### src/rtl/core/mbrf_pkg.sv
// Shared types, constants and the CRC-16 byte step for the request framer.
// No dependencies; every module of the framer imports this package.
`default_nettype none

package mbrf_pkg;

  localparam logic [15:0] CRC_INIT = 16'hFFFF;
  localparam logic [15:0] CRC_POLY = 16'hA001;

  localparam logic [6:0] MAX_REGS = 7'd123;

  localparam logic [7:0]  FUNC_READ_COILS  = 8'h01;
  localparam logic [7:0]  FUNC_WRITE_COIL  = 8'h05;
  localparam logic [15:0] COIL_ON          = 16'hFF00;
  localparam logic [15:0] COIL_OFF         = 16'h0000;

  localparam int unsigned QUEUE_DEPTH = 2;
  localparam int unsigned QPTR_W      = (QUEUE_DEPTH > 1) ? $clog2(QUEUE_DEPTH) : 1;
  localparam int unsigned QCNT_W      = $clog2(QUEUE_DEPTH + 1);

  typedef enum logic [1:0] {
    OP_READ        = 2'd0,
    OP_WRITE_ONE   = 2'd1,
    OP_WRITE_START = 2'd2,
    OP_WRITE_VALUE = 2'd3
  } op_e;

  // One classified request: up to seven payload bytes, optional CRC tail.
  typedef struct packed {
    logic [7:0][7:0] data;
    logic [2:0]      nbytes;
    logic            restart;
    logic            tail;
    logic            err;
  } job_t;

  function automatic logic [15:0] crc_byte(input logic [15:0] crc, input logic [7:0] b);
    logic [15:0] c;
    c = crc ^ {8'h00, b};
    for (int k = 0; k < 8; k++) begin
      if (c[0]) begin
        c = (c >> 1) ^ CRC_POLY;
      end else begin
        c = c >> 1;
      end
    end
    return c;
  endfunction

endpackage

`default_nettype wire

### src/rtl/core/modbus_rtu_request_framer.sv
// Modbus RTU request framer top level: front end, job queue, back end.
// Depends on mbrf_pkg, mbrf_front, mbrf_queue and mbrf_back.
//
// Input channel (in_valid_i / in_stall_o) takes one request per cycle with
// op_i and its fields; in_stall_o rises only while the two-entry job queue
// is full. Output channel (out_valid_o / out_stall_i) gives one frame byte
// per cycle with frame_end_o on the last byte of a frame and seq_error_o on
// a single error byte (value without an open frame, or a bad start count).
// Read and write-single requests give 8 bytes, a write-multiple start 7,
// a value 2 (4 with the CRC tail on the last value), an error 1.
// An accepted request passes the job queue, the back end's job register
// and the output register before its first byte appears. Throughput is
// one output byte per cycle while out_stall_i is low, set by the back end.
// Reset clears the queue, the output valid bit, the open-frame tracking and
// sets the CRC to 0xFFFF. While out_stall_i is high the output byte holds,
// the back end waits, and the queue fills before the input stalls.
`default_nettype none

module modbus_rtu_request_framer
  import mbrf_pkg::*;
(
  input  wire logic        clk_i,
  input  wire logic        rst_ni,
  input  wire logic        in_valid_i,
  output logic             in_stall_o,
  input  wire logic [1:0]  op_i,
  input  wire logic [7:0]  slave_id_i,
  input  wire logic [7:0]  func_code_i,
  input  wire logic [15:0] start_address_i,
  input  wire logic [15:0] end_address_i,
  input  wire logic [15:0] reg_value_i,
  input  wire logic [6:0]  value_count_i,
  output logic             out_valid_o,
  input  wire logic        out_stall_i,
  output logic [7:0]       frame_byte_o,
  output logic             frame_end_o,
  output logic             seq_error_o
);

  job_t push_job, head_job;
  logic full, nonempty, pop, accept;

  assign in_stall_o = full;
  assign accept     = in_valid_i && !full;

  mbrf_front u_front (
    .clk_i           (clk_i),
    .rst_ni          (rst_ni),
    .accept_i        (accept),
    .op_i            (op_i),
    .slave_id_i      (slave_id_i),
    .func_code_i     (func_code_i),
    .start_address_i (start_address_i),
    .end_address_i   (end_address_i),
    .reg_value_i     (reg_value_i),
    .value_count_i   (value_count_i),
    .job_o           (push_job)
  );

  mbrf_queue u_queue (
    .clk_i      (clk_i),
    .rst_ni     (rst_ni),
    .push_i     (accept),
    .push_job_i (push_job),
    .full_o     (full),
    .pop_i      (pop),
    .nonempty_o (nonempty),
    .head_o     (head_job)
  );

  mbrf_back u_back (
    .clk_i        (clk_i),
    .rst_ni       (rst_ni),
    .nonempty_i   (nonempty),
    .head_i       (head_job),
    .pop_o        (pop),
    .out_valid_o  (out_valid_o),
    .out_stall_i  (out_stall_i),
    .frame_byte_o (frame_byte_o),
    .frame_end_o  (frame_end_o),
    .seq_error_o  (seq_error_o)
  );

endmodule

`default_nettype wire

### src/rtl/core/mbrf_front.sv
// Front end: accepts requests, tracks the open write-multiple frame and
// classifies each request into a job for the queue. Uses mbrf_pkg.
`default_nettype none

module mbrf_front
  import mbrf_pkg::*;
(
  input  wire logic        clk_i,
  input  wire logic        rst_ni,
  input  wire logic        accept_i,
  input  wire logic [1:0]  op_i,
  input  wire logic [7:0]  slave_id_i,
  input  wire logic [7:0]  func_code_i,
  input  wire logic [15:0] start_address_i,
  input  wire logic [15:0] end_address_i,
  input  wire logic [15:0] reg_value_i,
  input  wire logic [6:0]  value_count_i,
  output job_t             job_o
);

  logic       frame_open_q, frame_open_d;
  logic [6:0] values_left_q, values_left_d;
  logic [15:0] addr;
  logic [15:0] word;
  op_e         op;

  assign op   = op_e'(op_i);
  assign addr = start_address_i - 16'd1;

  always_comb begin
    job_o         = '0;
    frame_open_d  = frame_open_q;
    values_left_d = values_left_q;
    word          = reg_value_i;

    case (op)
      OP_WRITE_VALUE: begin
        if (!frame_open_q || values_left_q == 7'd0) begin
          job_o.nbytes = 3'd1;
          job_o.err    = 1'b1;
        end else begin
          job_o.data[0] = reg_value_i[15:8];
          job_o.data[1] = reg_value_i[7:0];
          job_o.nbytes  = 3'd2;
          job_o.tail    = (values_left_q == 7'd1);
          values_left_d = values_left_q - 7'd1;
          frame_open_d  = (values_left_q != 7'd1);
        end
      end
      OP_WRITE_START: begin
        job_o.restart = 1'b1;
        frame_open_d  = 1'b0;
        values_left_d = 7'd0;
        if (value_count_i == 7'd0 || value_count_i > MAX_REGS) begin
          job_o.nbytes = 3'd1;
          job_o.err    = 1'b1;
        end else begin
          job_o.data[0] = slave_id_i;
          job_o.data[1] = func_code_i;
          job_o.data[2] = addr[15:8];
          job_o.data[3] = addr[7:0];
          job_o.data[4] = 8'h00;
          job_o.data[5] = {1'b0, value_count_i};
          job_o.data[6] = {value_count_i, 1'b0};
          job_o.nbytes  = 3'd7;
          values_left_d = value_count_i;
          frame_open_d  = 1'b1;
        end
      end
      default: begin
        if (op == OP_READ) begin
          word = end_address_i - start_address_i + 16'd1;
        end else if (func_code_i == FUNC_READ_COILS || func_code_i == FUNC_WRITE_COIL) begin
          word = (reg_value_i != 16'd0) ? COIL_ON : COIL_OFF;
        end
        job_o.restart = 1'b1;
        job_o.data[0] = slave_id_i;
        job_o.data[1] = func_code_i;
        job_o.data[2] = addr[15:8];
        job_o.data[3] = addr[7:0];
        job_o.data[4] = word[15:8];
        job_o.data[5] = word[7:0];
        job_o.nbytes  = 3'd6;
        job_o.tail    = 1'b1;
        frame_open_d  = 1'b0;
        values_left_d = 7'd0;
      end
    endcase
  end

  always_ff @(posedge clk_i or negedge rst_ni) begin
    if (!rst_ni) begin
      frame_open_q  <= 1'b0;
      values_left_q <= 7'd0;
    end else if (accept_i) begin
      frame_open_q  <= frame_open_d;
      values_left_q <= values_left_d;
    end
  end

endmodule

`default_nettype wire

### src/rtl/core/mbrf_queue.sv
// Short job queue between front and back end.
// Depth and job type come from mbrf_pkg.
`default_nettype none

module mbrf_queue
  import mbrf_pkg::*;
(
  input  wire logic clk_i,
  input  wire logic rst_ni,
  input  wire logic push_i,
  input  job_t      push_job_i,
  output logic      full_o,
  input  wire logic pop_i,
  output logic      nonempty_o,
  output job_t      head_o
);

  job_t              mem_q [QUEUE_DEPTH];
  logic [QPTR_W-1:0] wr_ptr_q, rd_ptr_q;
  logic [QCNT_W-1:0] count_q;

  assign full_o     = (count_q == QCNT_W'(QUEUE_DEPTH));
  assign nonempty_o = (count_q != '0);
  assign head_o     = mem_q[rd_ptr_q];

  function automatic logic [QPTR_W-1:0] next_ptr(input logic [QPTR_W-1:0] p);
    return (p == QPTR_W'(QUEUE_DEPTH - 1)) ? '0 : p + QPTR_W'(1);
  endfunction

  always_ff @(posedge clk_i) begin
    if (push_i) begin
      mem_q[wr_ptr_q] <= push_job_i;
    end
  end

  always_ff @(posedge clk_i or negedge rst_ni) begin
    if (!rst_ni) begin
      wr_ptr_q <= '0;
      rd_ptr_q <= '0;
      count_q  <= '0;
    end else begin
      if (push_i) begin
        wr_ptr_q <= next_ptr(wr_ptr_q);
      end
      if (pop_i) begin
        rd_ptr_q <= next_ptr(rd_ptr_q);
      end
      if (push_i && !pop_i) begin
        count_q <= count_q + QCNT_W'(1);
      end else if (pop_i && !push_i) begin
        count_q <= count_q - QCNT_W'(1);
      end
    end
  end

endmodule

`default_nettype wire

### src/rtl/core/mbrf_back.sv
// Back end: sends each job one byte per cycle, unless stalled, into the
// output register with a running CRC-16 and its tail. Uses mbrf_pkg.
`default_nettype none

module mbrf_back
  import mbrf_pkg::*;
(
  input  wire logic       clk_i,
  input  wire logic       rst_ni,
  input  wire logic       nonempty_i,
  input  job_t            head_i,
  output logic            pop_o,
  output logic            out_valid_o,
  input  wire logic       out_stall_i,
  output logic [7:0]      frame_byte_o,
  output logic            frame_end_o,
  output logic            seq_error_o
);

  job_t        job_q;
  logic        busy_q;
  logic [2:0]  idx_q;
  logic [15:0] crc_q, crc_d, crc_base;
  logic        out_valid_q;
  logic [7:0]  byte_q, byte_d;
  logic        end_q, end_d;
  logic        err_q;
  logic        advance, emit, last, done, in_data;

  assign advance  = !out_valid_q || !out_stall_i;
  assign emit     = busy_q && advance;
  assign in_data  = (idx_q < job_q.nbytes);
  assign last     = job_q.tail ? (idx_q == job_q.nbytes + 3'd1)
                               : (idx_q == job_q.nbytes - 3'd1);
  assign done     = emit && last;
  assign pop_o    = nonempty_i && (!busy_q || done);
  assign crc_base = (idx_q == 3'd0 && job_q.restart) ? CRC_INIT : crc_q;

  always_comb begin
    crc_d  = crc_q;
    byte_d = 8'h00;
    end_d  = 1'b0;
    if (job_q.err) begin
      end_d = 1'b1;
    end else if (in_data) begin
      byte_d = job_q.data[idx_q];
      crc_d  = crc_byte(crc_base, byte_d);
      end_d  = 1'b0;
    end else if (idx_q == job_q.nbytes) begin
      byte_d = crc_q[7:0];
    end else begin
      byte_d = crc_q[15:8];
      end_d  = 1'b1;
      crc_d  = CRC_INIT;
    end
  end

  always_ff @(posedge clk_i or negedge rst_ni) begin
    if (!rst_ni) begin
      busy_q      <= 1'b0;
      idx_q       <= 3'd0;
      crc_q       <= CRC_INIT;
      out_valid_q <= 1'b0;
    end else begin
      if (emit) begin
        crc_q <= crc_d;
      end
      if (pop_o) begin
        busy_q <= 1'b1;
        idx_q  <= 3'd0;
      end else if (done) begin
        busy_q <= 1'b0;
      end else if (emit) begin
        idx_q <= idx_q + 3'd1;
      end
      if (advance) begin
        out_valid_q <= busy_q;
      end
    end
  end

  always_ff @(posedge clk_i) begin
    if (pop_o) begin
      job_q <= head_i;
    end
    if (emit) begin
      byte_q <= byte_d;
      end_q  <= end_d;
      err_q  <= job_q.err;
    end
  end

  assign out_valid_o  = out_valid_q;
  assign frame_byte_o = byte_q;
  assign frame_end_o  = end_q;
  assign seq_error_o  = err_q;

endmodule

`default_nettype wire
### config.mk
export PLATFORM = sky130hd
export DESIGN_NAME = modbus_rtu_request_framer
export DESIGN_NICKNAME = d
export VERILOG_FILES = /design/src/rtl/core/mbrf_pkg.sv /design/src/rtl/core/modbus_rtu_request_framer.sv /design/src/rtl/core/mbrf_front.sv /design/src/rtl/core/mbrf_queue.sv /design/src/rtl/core/mbrf_back.sv
export SDC_FILE = /design/constraint.sdc
export NUM_CORES = 1
export LEC_CHECK = 0
export ABC_CLOCK_PERIOD_IN_PS = 6700
export BUFFER_PORTS_ARGS = -buffer_cell sky130_fd_sc_hd__buf_2
export CELL_PAD_IN_SITES_DETAIL_PLACEMENT = 1
export CELL_PAD_IN_SITES_GLOBAL_PLACEMENT = 1
export CORE_MARGIN = 4
export CORE_UTILIZATION = 55
export CTS_CLUSTER_DIAMETER = 60
export CTS_CLUSTER_SIZE = 25
export DETAILED_ROUTE_END_ITERATION = 7
export PLACE_DENSITY = 0.85
export SLEW_MARGIN = 5
export SYNTH_ARGS = -nofsm -noshare
export SYNTH_HDL_FRONTEND = slang
export SYNTH_HIERARCHICAL = 1
export SYNTH_SLANG_ARGS = --single-unit
### constraint.sdc
create_clock -name clk_i -period 6.7 [get_ports clk_i]
set_input_delay 0.335 -clock clk_i [delete_from_list [all_inputs] [get_ports clk_i]]
set_output_delay 0.335 -clock clk_i [all_outputs]
set_load 0.005 [all_outputs]
Word level (Yosys, flattened, before mapping)
Memory sizes are Yosys's and may differ from the RTL's. A register that Yosys moved wholly into a read port is not among the register bits.
Index checks and enable logic that the tools add are counted.
{"block": "totals", "register_bits": 51, "inputBits": 77, "memories": 1, "ram_bits": 124}
{"memory": "u_queue.mem_q", "words": 2, "word_bits": 62, "rd": 1, "rd_ports_with_merged_regs": 1, "wr": 1, "line_no": "mbrf_queue.sv:18", "source": "job_t mem_q [QUEUE_DEPTH];"}
{"block": "classes", "n_lt_le_gt_ge": 3, "bitwise_logic": 10, "eq_ne": 13, "reduce_logical": 31, "n_mux": 65, "add_sub_neg": 11}
{"op": "16-bit 2-to-1 mux", "n": 29}
{"op": "32-bit case mux with 2 select lines", "n": 1}
{"op": "56-bit 2-to-1 mux", "n": 1}
{"op": "19-bit case mux with 2 select lines", "n": 1}
{"op": "8-bit 2-to-1 mux", "n": 4}
{"op": "8-bit binary-select mux with 3-bit select", "n": 1}
{"op": "2-bit NOT with 3-bit output", "n": 8}
{"op": "16-bit by 1-bit adder with 16-bit output (second input constant)", "n": 1}
{"op": "16-bit nonzero test", "n": 1}
{"op": "16-bit by 1-bit subtractor with 16-bit output (second input constant)", "n": 1}
{"op": "16-bit subtractor", "n": 1}
{"op": "16-bit by 8-bit bitwise XOR with 16-bit output", "n": 1}
{"op": "1-bit 2-to-1 mux", "n": 15}
{"op": "7-bit zero test", "n": 2}
{"op": "7-bit 2-to-1 mux", "n": 2}
{"op": "7-bit case mux with 2 select lines", "n": 1}
{"op": "3-bit 2-to-1 mux", "n": 4}
{"op": "3-bit equality test", "n": 3}
{"op": "8-bit by 1-bit equality test with 1-bit output (second input constant)", "n": 1}
{"op": "8-bit by 3-bit equality test with 1-bit output (second input constant)", "n": 1}
{"op": "2-bit nonzero test", "n": 4}
{"op": "7-bit by 1-bit equality test with 1-bit output (second input constant)", "n": 1}
{"op": "7-bit greater-than comparator (second input constant)", "n": 1}
{"op": "1-bit logical AND", "n": 7}
{"op": "21 further kinds", "n": 41}

Logic depth before layout (Yosys ltp)
Gate-level depths: netlist (run 1).
{"block": "depth", "word_depth": 35, "ltp_mapped": 13, "depth_no_buf": 12}

Cells and area by module
The synthesis (run 1) kept the hierarchy.
{"module": "mbrf_queue", "area_per_inst_um2": 5591.6, "cells_each": 234, "n_inst": 1, "seq_area_each_um2": 4304.1}
{"module": "mbrf_back", "area_per_inst_um2": 4446.8, "cells_each": 275, "n_inst": 1, "seq_area_each_um2": 2947.8}
{"module": "mbrf_front", "area_per_inst_um2": 2493.6, "cells_each": 340, "n_inst": 1, "seq_area_each_um2": 200.2}
{"module": "modbus_rtu_request_framer", "area_per_inst_um2": 13.8, "cells_each": 1, "n_inst": 1, "seq_area_each_um2": 0.0}

Least setup slack after synthesis (run 1)
Ideal clock, no wire load.
{"block": "synth_path", "path_type": "flip-flop to flip-flop", "startpoint": "register u_queue.count_q[1]", "endpoint": "memory u_queue/mem_q[0][0] (netlist bit), enable pin", "t_arrival_ns": 3.825, "t_required_ns": 6.193, "setup_time_ns": 0.507, "period_less_slack_ns": 4.332, "setup_slack_ns": 2.368, "n_path_buf": 0, "stages_incl_launch_ff": 4, "cell_sequence": "dfrtp_1 > nor2b_1 > nor2b_4 > nor2b_1"}
{"block": "synth_via", "elab_chain_cells": 5}
{"element": "start: declaration", "line_no": "mbrf_queue.sv:20", "source": "logic [QCNT_W-1:0] count_q;"}
{"element": "start signal: assignment", "line_no": "mbrf_queue.sv:49", "source": "count_q <= count_q + QCNT_W'(1);"}
{"element": "start signal: assignment", "line_no": "mbrf_queue.sv:51", "source": "count_q <= count_q - QCNT_W'(1);"}
{"element": "2-bit equality test", "line_no": "mbrf_queue.sv:22", "source": "assign full_o = (count_q == QCNT_W'(QUEUE_DEPTH));"}
{"element": "named net in_stall_o", "line_no": "modbus_rtu_request_framer.sv:25", "source": "output logic in_stall_o,"}
{"element": "1-bit zero test", "line_no": "modbus_rtu_request_framer.sv:44", "source": "assign accept = in_valid_i && !full;"}
{"element": "1-bit logical AND", "line_no": "modbus_rtu_request_framer.sv:44"}
{"element": "named net accept", "line_no": "modbus_rtu_request_framer.sv:41", "source": "logic full, nonempty, pop, accept;"}
{"element": "1-bit 2-to-1 mux", "line_no": "mbrf_queue.sv:31", "source": "if (push_i) begin"}
{"element": "1-bit 2-to-1 mux (implied by the code)", "line_no": "mbrf_queue.sv:32", "source": "mem_q[wr_ptr_q] <= push_job_i;"}
{"element": "end: declaration", "line_no": "mbrf_queue.sv:18"}
The timed path passes the listed nets, and every way through them passes these cells.

Final worst setup path (run 1)
{"block": "layout_path", "startpoint": "register u_back.idx_q[1]", "endpoint": "register u_back.crc_q[0]"}
{"block": "layout_via", "elab_chain_cells": 28, "elab_cells_between_ends": 41, "cone_classes": "1 x order compare; 2 x eq/ne; 26 x mux; 9 x bitwise; 3 x reduce/logical"}
{"element": "start: declaration", "line_no": "mbrf_back.sv:22", "source": "logic [2:0] idx_q;"}
{"element": "start signal: assignment", "line_no": "mbrf_back.sv:74", "source": "idx_q <= idx_q + 3'd1;"}
{"element": "branches (longest 28 deep; another with 16-bit by 8-bit bitwise XOR with 16-bit output)"}
{"element": "end signal: assignment", "line_no": "mbrf_back.sv:66", "source": "crc_q <= crc_d;"}
{"element": "end: declaration", "line_no": "mbrf_back.sv:23", "source": "logic [15:0] crc_q, crc_d, crc_base;"}
Parallel ways; which one is timed is not known. The select of a mux whose other input is x is not followed.
A chain may end at the register's enable or synchronous reset.

==> summary.md, run 1 <==
| Metric | Value |
|---|---|
| Status | finished clean |
| R2R cell count | 10 |
| Gate Count Post-Synth | 850 |
| Area of the multi-input gates | between 4000 and 5000 µm² |
| Sw Pwr | around 0.0023 W |
| CTS H-tree lvls | 1 |
| Final slew viol count | 0 |
| Sw frac | 35.2% |
| Setup violators final | 0 |
| Max FO, Critical Path | 25 |
| Clk slew on worst S/H paths | 0.09 ns |
| DR WL/cell | 25.7 µm |
| Root buffer cell | clkbuf_16 |
| Required @ worst endpoint | ~7.1 ns |
| Initial antenna violation count | 1 |
| Final core utilization | 62.1% |
| Power per cell area | 472 nW/µm² |
| Overflow after GRT | 0 |
| Hold Startpoint | func_code_i[7] |
| Register area share after synthesis | between 50 and 60% |
| DR vias/cell | 6.13 |
| Internal power | 0.00421 W |
| RSZ-0062 raised after global routing | false |
| Worst path max stage delay | approximately 0.80 ns |
| Top Ports | 89 |
| Fmax | 284 MHz |
| Flop pwr share | roughly two fifths |
| HPWL Detailed | roughly 23000 µm |
| Area of the mapped netlist | approximately 13000 µm² |
| Die area | 25300 µm² |
| Area contributors post-synth | edfxtp_1 (53%), mux2_4 (8.3%), ha_1 (3.9%) |
| Leading register cell type out of synthesis | edfxtp_1 |
| Initial Util | between 50% and 60% |
| WP buf/inv | 1 |
| Die Ht | 159 µm |
| Hold buffer count at cts | 1 |
| TNS Setup | 0 ns |
| Clock latency on the worst-skew pair | just over 0.5 ns |
| Share of cells above drive strength 1 | 29.0% |
| Vias | around 7500 |
| Final ANT Viol Nets | 0 |
| Final WL | roughly 32000 µm |
| Commonest cells in the netlist | edfxtp_1 (220), mux2_4 (69), nor2_1 (58) |
| First-pass GRT wire length | 48300 µm |
| Final worst-path cycle share | 52.5% |
| Critical path arrival | 3.95 ns |
| Mean Syn Cell Area | 14.8 µm² |
| Most frequent cell after synthesis | edfxtp_1 |
| Drt first pass iters | 5 |
| Width of the die | 159 µm |
| Synth cell types | 77 |
| FF+latch area | approximately 7500 µm² |
| Clock Power Share | between 10% and 20% |
| Post-synthesis register bit count | around 250 |
| Largest area contributor in the synthesized netlist | edfxtp_1 |
| Worst-path cell chain | inv_1, ha_1, nand2_1, nor2_1, nor2_1, xnor2_1, xnor3_1, xnor3_1, xor2_1, a21oi_1 |
| Area growth syn-to-layout | 9.69% |
| Max-slew headroom | between 10% and 20% |
| Post-CTS Setup Inserts | 0 |
| GRT Total Usage | between 20% and 30% |
| R2r setup slk | 3.18 ns |
| Async SR Flop Fraction | 13.0% |
| CP top delay family | XOR/XNOR gates |
| Worst hold path class | primary input to flip-flop |
| Clk buf depth | 3 |
| Final Hold Viols | 0 |
| Hold endpoint | u_queue/mem_q[0][21]$_DFFE_PP_ |
| Combinational share of power | ~40% |
| Core Region | 22200 µm² |
| CP max-delay cell | dfrtp_1 |
| Worst R2R End | u_back/crc_q[0]$_DFFE_PN1P_ |
| Critical Path Sink Type | flip-flop |
| Number of enable flip-flop cells after synthesis | 220 |
| Row count | 54 |
| Post-CTS Resized | 0 |
| Vias in the first global route | 8047 |
| Fin crit period | 3.52 ns |
| YS warnings | 6 |
| Layout Nets | 1055 |
| DP Area | 13100 µm² |
| Drc violations | 0 |
| Largest net degree at the start of global routing | 71 |
| Starting DRT DRC Count | 738 |
| Maximum VDD drop | 297 µV |
| Hold depth | 2 |
| Filler instances | 2118 |
| Worst-margin pin slew | 1.23 ns |
| Clk sinks | between 200 and 300 |
| Final Cell Area | 13800 µm² |
| CTS tree | yes |
| Post-synth top area share | between 50 and 60% |
| Max Clock Skew | slightly below 0.03 ns |
| CP Class | flip-flop to flip-flop |
| Global placer's final weighted congestion | 0.859 |
| MaxCap Viol Count | 0 |
| Lkg Pwr | 5.31 nW |
| Total CTS buffers | 19 |
| Worst r2r src | u_back/idx_q[1]$_DFFE_PN0P_ |
| Port Buffers | 88 |
| CP startpoint kind | flip-flop |
-- cell type report --
cell class	instances	share of cell area, %
clock inverters	13	1.18
inverters	40	1.09
clock buffers	20	3.48
well taps	280	2.55
repair buffers	98	3.76
diodes	1	0.0182
flip-flops and latches	253	54.2
multi-input cells	525	33.7
-- stage by stage --
stage          hold WS, ns  total power [W]  setup slack [ns]  std cells
6_report             0.158          0.00649              3.18       1230
5_1_grt              0.144          0.00683              2.81       1230
4_1_cts              0.148          0.00651              3.13       1229
3_5_place_dp         0.483          0.00531              3.17       1195
3_3_place_gp         0.469          0.00511              3.37       1195
2_1_floorplan       0.0394          0.00472              2.37        858
-- cell usage in the layout (no fill, tap or decap), drive strengths merged, types with 10 or more instances in the layout --
| cell | n |
|---|---|
| edfxtp | 220 |
| buf | 97 |
| mux2 | 83 |
| nor2 | 60 |
| inv | 46 |
| ha | 39 |
| xnor2 | 38 |
| a21oi | 32 |
| nand2 | 30 |
| o21ai | 24 |
| a22o | 23 |
| clkbuf | 20 |
| dfrtp | 17 |
| dfstp | 16 |
| a21o | 13 |
| mux4 | 12 |
| nor3 | 11 |
| mux2i | 11 |
| xor2 | 10 |
| nand3 | 10 |
| nor4 | 10 |
| and2 | 10 |
-- routing by layer --
metal | track usage [%] | vias to the layer above | wire length (µm)
met2 | 42.5 | 252 | 16000
met4 | 7.77 | 0 | 1060
met1 | 32.7 | 3845 | 13100
met3 | 3.39 | 61 | 1500
met5 | 0 | - | 0
li1 | - | 3380 | -
-- how the worst max path moves through the flow --
| stage | start | cells past startpoint | slack, ns | to |
|---|---|---|---|---|
| 2_1_floorplan | u_queue/count_q[1]$_DFFE_PN0P_ | 3 | 2.37 | u_queue/mem_q[0][0]$_DFFE_PP_ |
| 3_3_place_gp | u_back/idx_q[0]$_DFFE_PN0P_ | 10 | 3.37 | u_back/crc_q[0]$_DFFE_PN1P_ |
| 3_5_place_dp | u_back/idx_q[0]$_DFFE_PN0P_ | 10 | 3.17 | u_back/crc_q[0]$_DFFE_PN1P_ |
| 4_1_cts | u_back/idx_q[0]$_DFFE_PN0P_ | 10 | 3.13 | u_back/crc_q[0]$_DFFE_PN1P_ |
| 5_1_grt | u_back/idx_q[0]$_DFFE_PN0P_ | 10 | 2.81 | u_back/crc_q[0]$_DFFE_PN1P_ |
| 6_report | u_back/idx_q[1]$_DFFE_PN0P_ | 10 | 3.18 | u_back/crc_q[0]$_DFFE_PN1P_ |
-- power groups by stage --
stage                     registers [W]  logic [W]  clock network (W)
after floorplan                 0.00255    0.00217                  0
after global placement          0.00268    0.00243                  0
after detailed placement        0.00274    0.00257                  0
after CTS                       0.00271    0.00261            0.00119
after global routing            0.00275    0.00281            0.00127
final                           0.00271    0.00261            0.00117
-- flip-flops by register name, indices dropped and copies added (netlist names) --
signal / flops
u_back/idx_q: 3
u_back/seq_error_o: 1
u_front/frame_open_q: 1
u_queue/rd_ptr_q: 1
u_queue/mem_q: 140
u_back/frame_end_o: 1
u_back/busy_q: 1
u_queue/wr_ptr_q: 1
u_back/crc_q: 16
u_back/frame_byte_o: 8
u_queue/count_q: 2
u_front/values_left_q: 7
u_back/job_q: 70
u_back/out_valid_o: 1
-- cell families (layout without fill, tap and decap cells) --
family	after synthesis	count (layout)	synth area share, %
xor gates and xnor gates	50	50	3.83
DFF	253	253	59.4
other	1	10	0.0299
muxes	106	106	12.9
buffers and inverters	80	171	3.91
and+or+nand+nor	167	167	7.01
AOI/OAI and AO/OA	152	152	8.67
adders and majority gates	41	41	4.21
-- worst reg2reg max path, stage by stage (launching register included) --
cell and delay [ns]:
dfrtp_1 0.80, inv_1 0.20, ha_1 0.18, nand2_1 0.07
nor2_1 0.54, nor2_1 0.12, xnor2_1 0.33, xnor3_1 0.52
xnor3_1 0.40, xor2_1 0.16, a21oi_1 0.14
(Power assumes the default switching activity.)
==> inputs of run 2 (changes only) <==
--- a/config.mk
+++ b/config.mk
@@ -5,16 +5,17 @@
 export SDC_FILE = /design/constraint.sdc
 export NUM_CORES = 1
 export LEC_CHECK = 0
-export ABC_CLOCK_PERIOD_IN_PS = 6700
+export ABC_AREA = 1
+export ABC_CLOCK_PERIOD_IN_PS = 3200
 export BUFFER_PORTS_ARGS = -buffer_cell sky130_fd_sc_hd__buf_2
 export CELL_PAD_IN_SITES_DETAIL_PLACEMENT = 1
 export CELL_PAD_IN_SITES_GLOBAL_PLACEMENT = 1
 export CORE_MARGIN = 4
-export CORE_UTILIZATION = 55
+export CORE_UTILIZATION = 45
 export CTS_CLUSTER_DIAMETER = 60
 export CTS_CLUSTER_SIZE = 25
 export DETAILED_ROUTE_END_ITERATION = 7
-export PLACE_DENSITY = 0.85
+export PLACE_DENSITY = 0.78
 export SLEW_MARGIN = 5
 export SYNTH_ARGS = -nofsm -noshare
 export SYNTH_HDL_FRONTEND = slang
==> constraint.sdc (replaced) <==
create_clock -name clk_i -period 3.2 [get_ports clk_i]
set_input_delay 0.16 -clock clk_i [delete_from_list [all_inputs] [get_ports clk_i]]
set_output_delay 0.16 -clock clk_i [all_outputs]
set_load 0.005 [all_outputs]
==> summary.md, run 2 <==
| Metric | Value |
|---|---|
| Post-synth top area share | 49.4% |
| Worst r2r src | u_back/idx_q[2]$_DFFE_PN0P_ |
| DP Area | 14000 µm² |
| Max FO, Critical Path | 14 |
| Post-synthesis register bit count | between 200 and 300 |
| Final worst-path cycle share | 79.9% |
| Maximum VDD drop | 590 µV |
| R2R cell count | 19 |
| Number of flip-flops in the largest register | 140 |
| Inst Count DP | 1674 |
| CTS H-tree lvls | 1 |
| GRT Total Usage | 20.6% |
| R2r setup slk | ~0.64 ns |
| Row count | 62 |
| Initial antenna violation count | 0 |
| Most frequent cell after synthesis | nand2_1 |
| DR WL/cell | between 15 and 20 µm |
| Overflow after GRT | 0 |
| Lkg Pwr | 6.55 nW |
| MaxCap Viol Count | 0 |
| Drt first pass iters | 5 |
| Critical Path End | u_back/crc_q[0]$_DFFE_PN1P_ |
| Vias | 9128 |
| Total CTS buffers | 25 |
| Share of cells above drive strength 1 | 23.3% |
| Die area | 32500 µm² |
| Core Region | 29000 µm² |
| Commonest cells in the netlist | nand2_1 (268), edfxtp_1 (220), inv_1 (138) |
| Setup crit start | u_back/idx_q[2]$_DFFE_PN0P_ |
| Area contributors post-synth | edfxtp_1 (49%), mux2_4 (7.8%), nand2_1 (7.5%) |
| Status | finished clean |
| RSZ-0062 raised after global routing | false |
| Post-CTS Setup Inserts | 0 |
| Setup violators final | 0 |
| Vias in the first global route | between 9000 and 10000 |
| Worst R2R End | u_back/crc_q[0]$_DFFE_PN1P_ |
| Area of the mapped netlist | 13400 µm² |
| Die Ht | about 180 µm |
| Required @ worst endpoint | 3.67 ns |
| Register area share after synthesis | 55.8% |
| Initial Util | a little under half |
| CP startpoint kind | flip-flop |
| Top Ports | 89 |
| Layout Nets | 1451 |
| Final WL | about 34000 µm |
| Final Hold Viols | 0 |
| Final Non-Filler Cells | 1736 |
| Hold Slack | 0.0261 ns |
| HPWL Detailed | 24900 µm |
| Drc violations | 0 |
| Starting DRT DRC Count | 599 |
| Clk sinks | 253 |
| Port Buffers | 88 |
| Max Clock Skew | 0.0120 ns |
| TNS Setup | 0 ns |
| YS warnings | 6 |
| CP Class | flip-flop to flip-flop |
| Gate Count Post-Synth | around 1200 |
| Max-slew headroom | 46.3% |
| Area growth syn-to-layout | 12.6% |
| Fin crit period | around 2.6 ns |
| Largest net degree at the start of global routing | 73 |
| Worst hold path class | primary input to flip-flop |
| Biggest regs | u_queue/mem_q: 140 flops, u_back/job_q: 70 flops, u_back/crc_q: 16 flops |
| Critical Path Sink Type | flip-flop |
| Largest area contributor in the synthesized netlist | edfxtp_1 |
| Async SR Flop Fraction | 13.0% |
| Largest register by flop count | u_queue/mem_q |
| Final ANT Viol Nets | 0 |
| First-pass GRT wire length | 53900 µm |
| Clock latency on the worst-skew pair | 0.53 ns |
| Width of the die | roughly 180 µm |
| Synth cell types | 53 |
| Final Cell Area | 15000 µm² |
| Most frequent cells in the layout | nand2_1 (268), edfxtp_1 (220), inv_1 (137) |
| Mean Syn Cell Area | ~11 µm² |
| Clk buf depth | 3 |
| Root buffer cell | clkbuf_16 |
| Fmax | 391 MHz |
| Number of enable flip-flop cells after synthesis | between 200 and 250 |
| Final slew viol count | 0 |
| Power per cell area | 1000 nW/µm² |
| DR vias/cell | around 5.3 |
| ANT cells | 0 |
| CTS tree | yes |
| Critical path arrival | 3.03 ns |
| Worst-margin pin slew | 0.805 ns |
| Commonest non-fill, non-tap cell in the layout | nand2_1 |
| Leading register cell type out of synthesis | edfxtp_1 |
| Global placer's final weighted congestion | 0.890 |
| Clk slew on worst S/H paths | roughly 0.070 ns |
==> run 2: cell count changes after synthesis, moves of 11 or more <==
cell     before  now
nand2_2       0   22
a22o_1       23    0
mux4_2       12    0
nor2_1       58   92
o21ai_0      10   27
inv_1        36  138
nand2_1      30  268
nand3_2       0   16
xnor2_1      36    8
nand3_1      10   88
a21o_1       13    0
o21ai_2       0   11
==> run 2: cell families (layout without fill, tap and decap cells) <==
family                   Yosys count  after routing  share of synthesized area [%]
XOR/XNOR                          28             28                           1.89
adder cells (fa/ha/maj)           41             41                           3.95
multiplexers                      70             70                           7.84
AND/OR/NAND/NOR                  521            521                           17.5
AO/OA/AOI/OAI                    114            114                           5.31
flip-flops                       253            253                           55.8
other                              1              9                         0.0281
buffers and inverters            196            316                           7.67
==> run 2: cell type report <==
type | instances | area (µm²)
fill | 3172 | 14000
tap | 384 | 480
clock inverter | 20 | 216
clock buffer | 26 | 629
inverter | 154 | 594
multi-input combinational | 783 | 4930
sequential | 253 | 7460
timing repair buffer | 116 | 741
==> run 2: worst max-delay path: stages (launching register included) <==
cell      delay [ns]
dfrtp_1         0.43
buf_4           0.21
inv_2           0.22
nand3_2         0.16
inv_2           0.25
nor2_1          0.12
inv_1           0.09
nand3_1         0.07
nand2_1         0.10
nand2_1         0.07
nand2_1         0.10
nand2_1         0.05
nand2_1         0.09
nand3_2         0.11
nand2_2         0.11
nand2_2         0.06
nand3b_1        0.08
nand3_1         0.07
nand2_1         0.07
inv_1           0.04
==> run 2: per-layer routing <==
layer  track usage, %  part of all wire, %  wire (µm)
met1             27.5                   43      14500
met2             35.4                   49      16600
met3             2.81                  4.8       1630
met4             5.81                  2.5        848
met5                0                    0          0
==> run 2: through the flow <==
step | worst slack, ns | power, W | util, %
CTS | 0.651 | 0.0152 | 51.9
detailed placement | 0.682 | 0.0121 | 48.4
finish | 0.643 | 0.0151 | 51.9
global route | 0.344 | 0.0161 | 51.9
global placement | 0.800 | 0.0118 | 48.4
floorplan | -0.0750 | 0.0106 | -
==> run 2: repair_timing <==
item,4_1_cts,5_1_grt
hold buffers,16,0
setup endpoints to repair,0,0
endpoints found under the hold margin,43,0
resized for setup,0,0
==> run 2: worst min path at each step <==
stage                  start                              to  depth (start not counted)
6_report             op_i[1]   u_queue/mem_q[0][1]$_DFFE_PP_                          2
5_1_grt        slave_id_i[7]  u_queue/mem_q[0][13]$_DFFE_PP_                          3
4_1_cts              op_i[1]   u_queue/mem_q[1][1]$_DFFE_PP_                          2
3_5_place_dp          rst_ni     u_back/idx_q[1]$_DFFE_PN0P_                          1
3_3_place_gp          rst_ni     u_back/idx_q[1]$_DFFE_PN0P_                          1
2_1_floorplan         rst_ni       u_back/busy_q$_DFFE_PN0P_                          0
==> run 2: where the power goes <==
group          internal, W  switching (W)  total, W
clock              0.00160        0.00138   0.00298
sequential         0.00524       0.000609   0.00585
combinational      0.00231        0.00393   0.00625
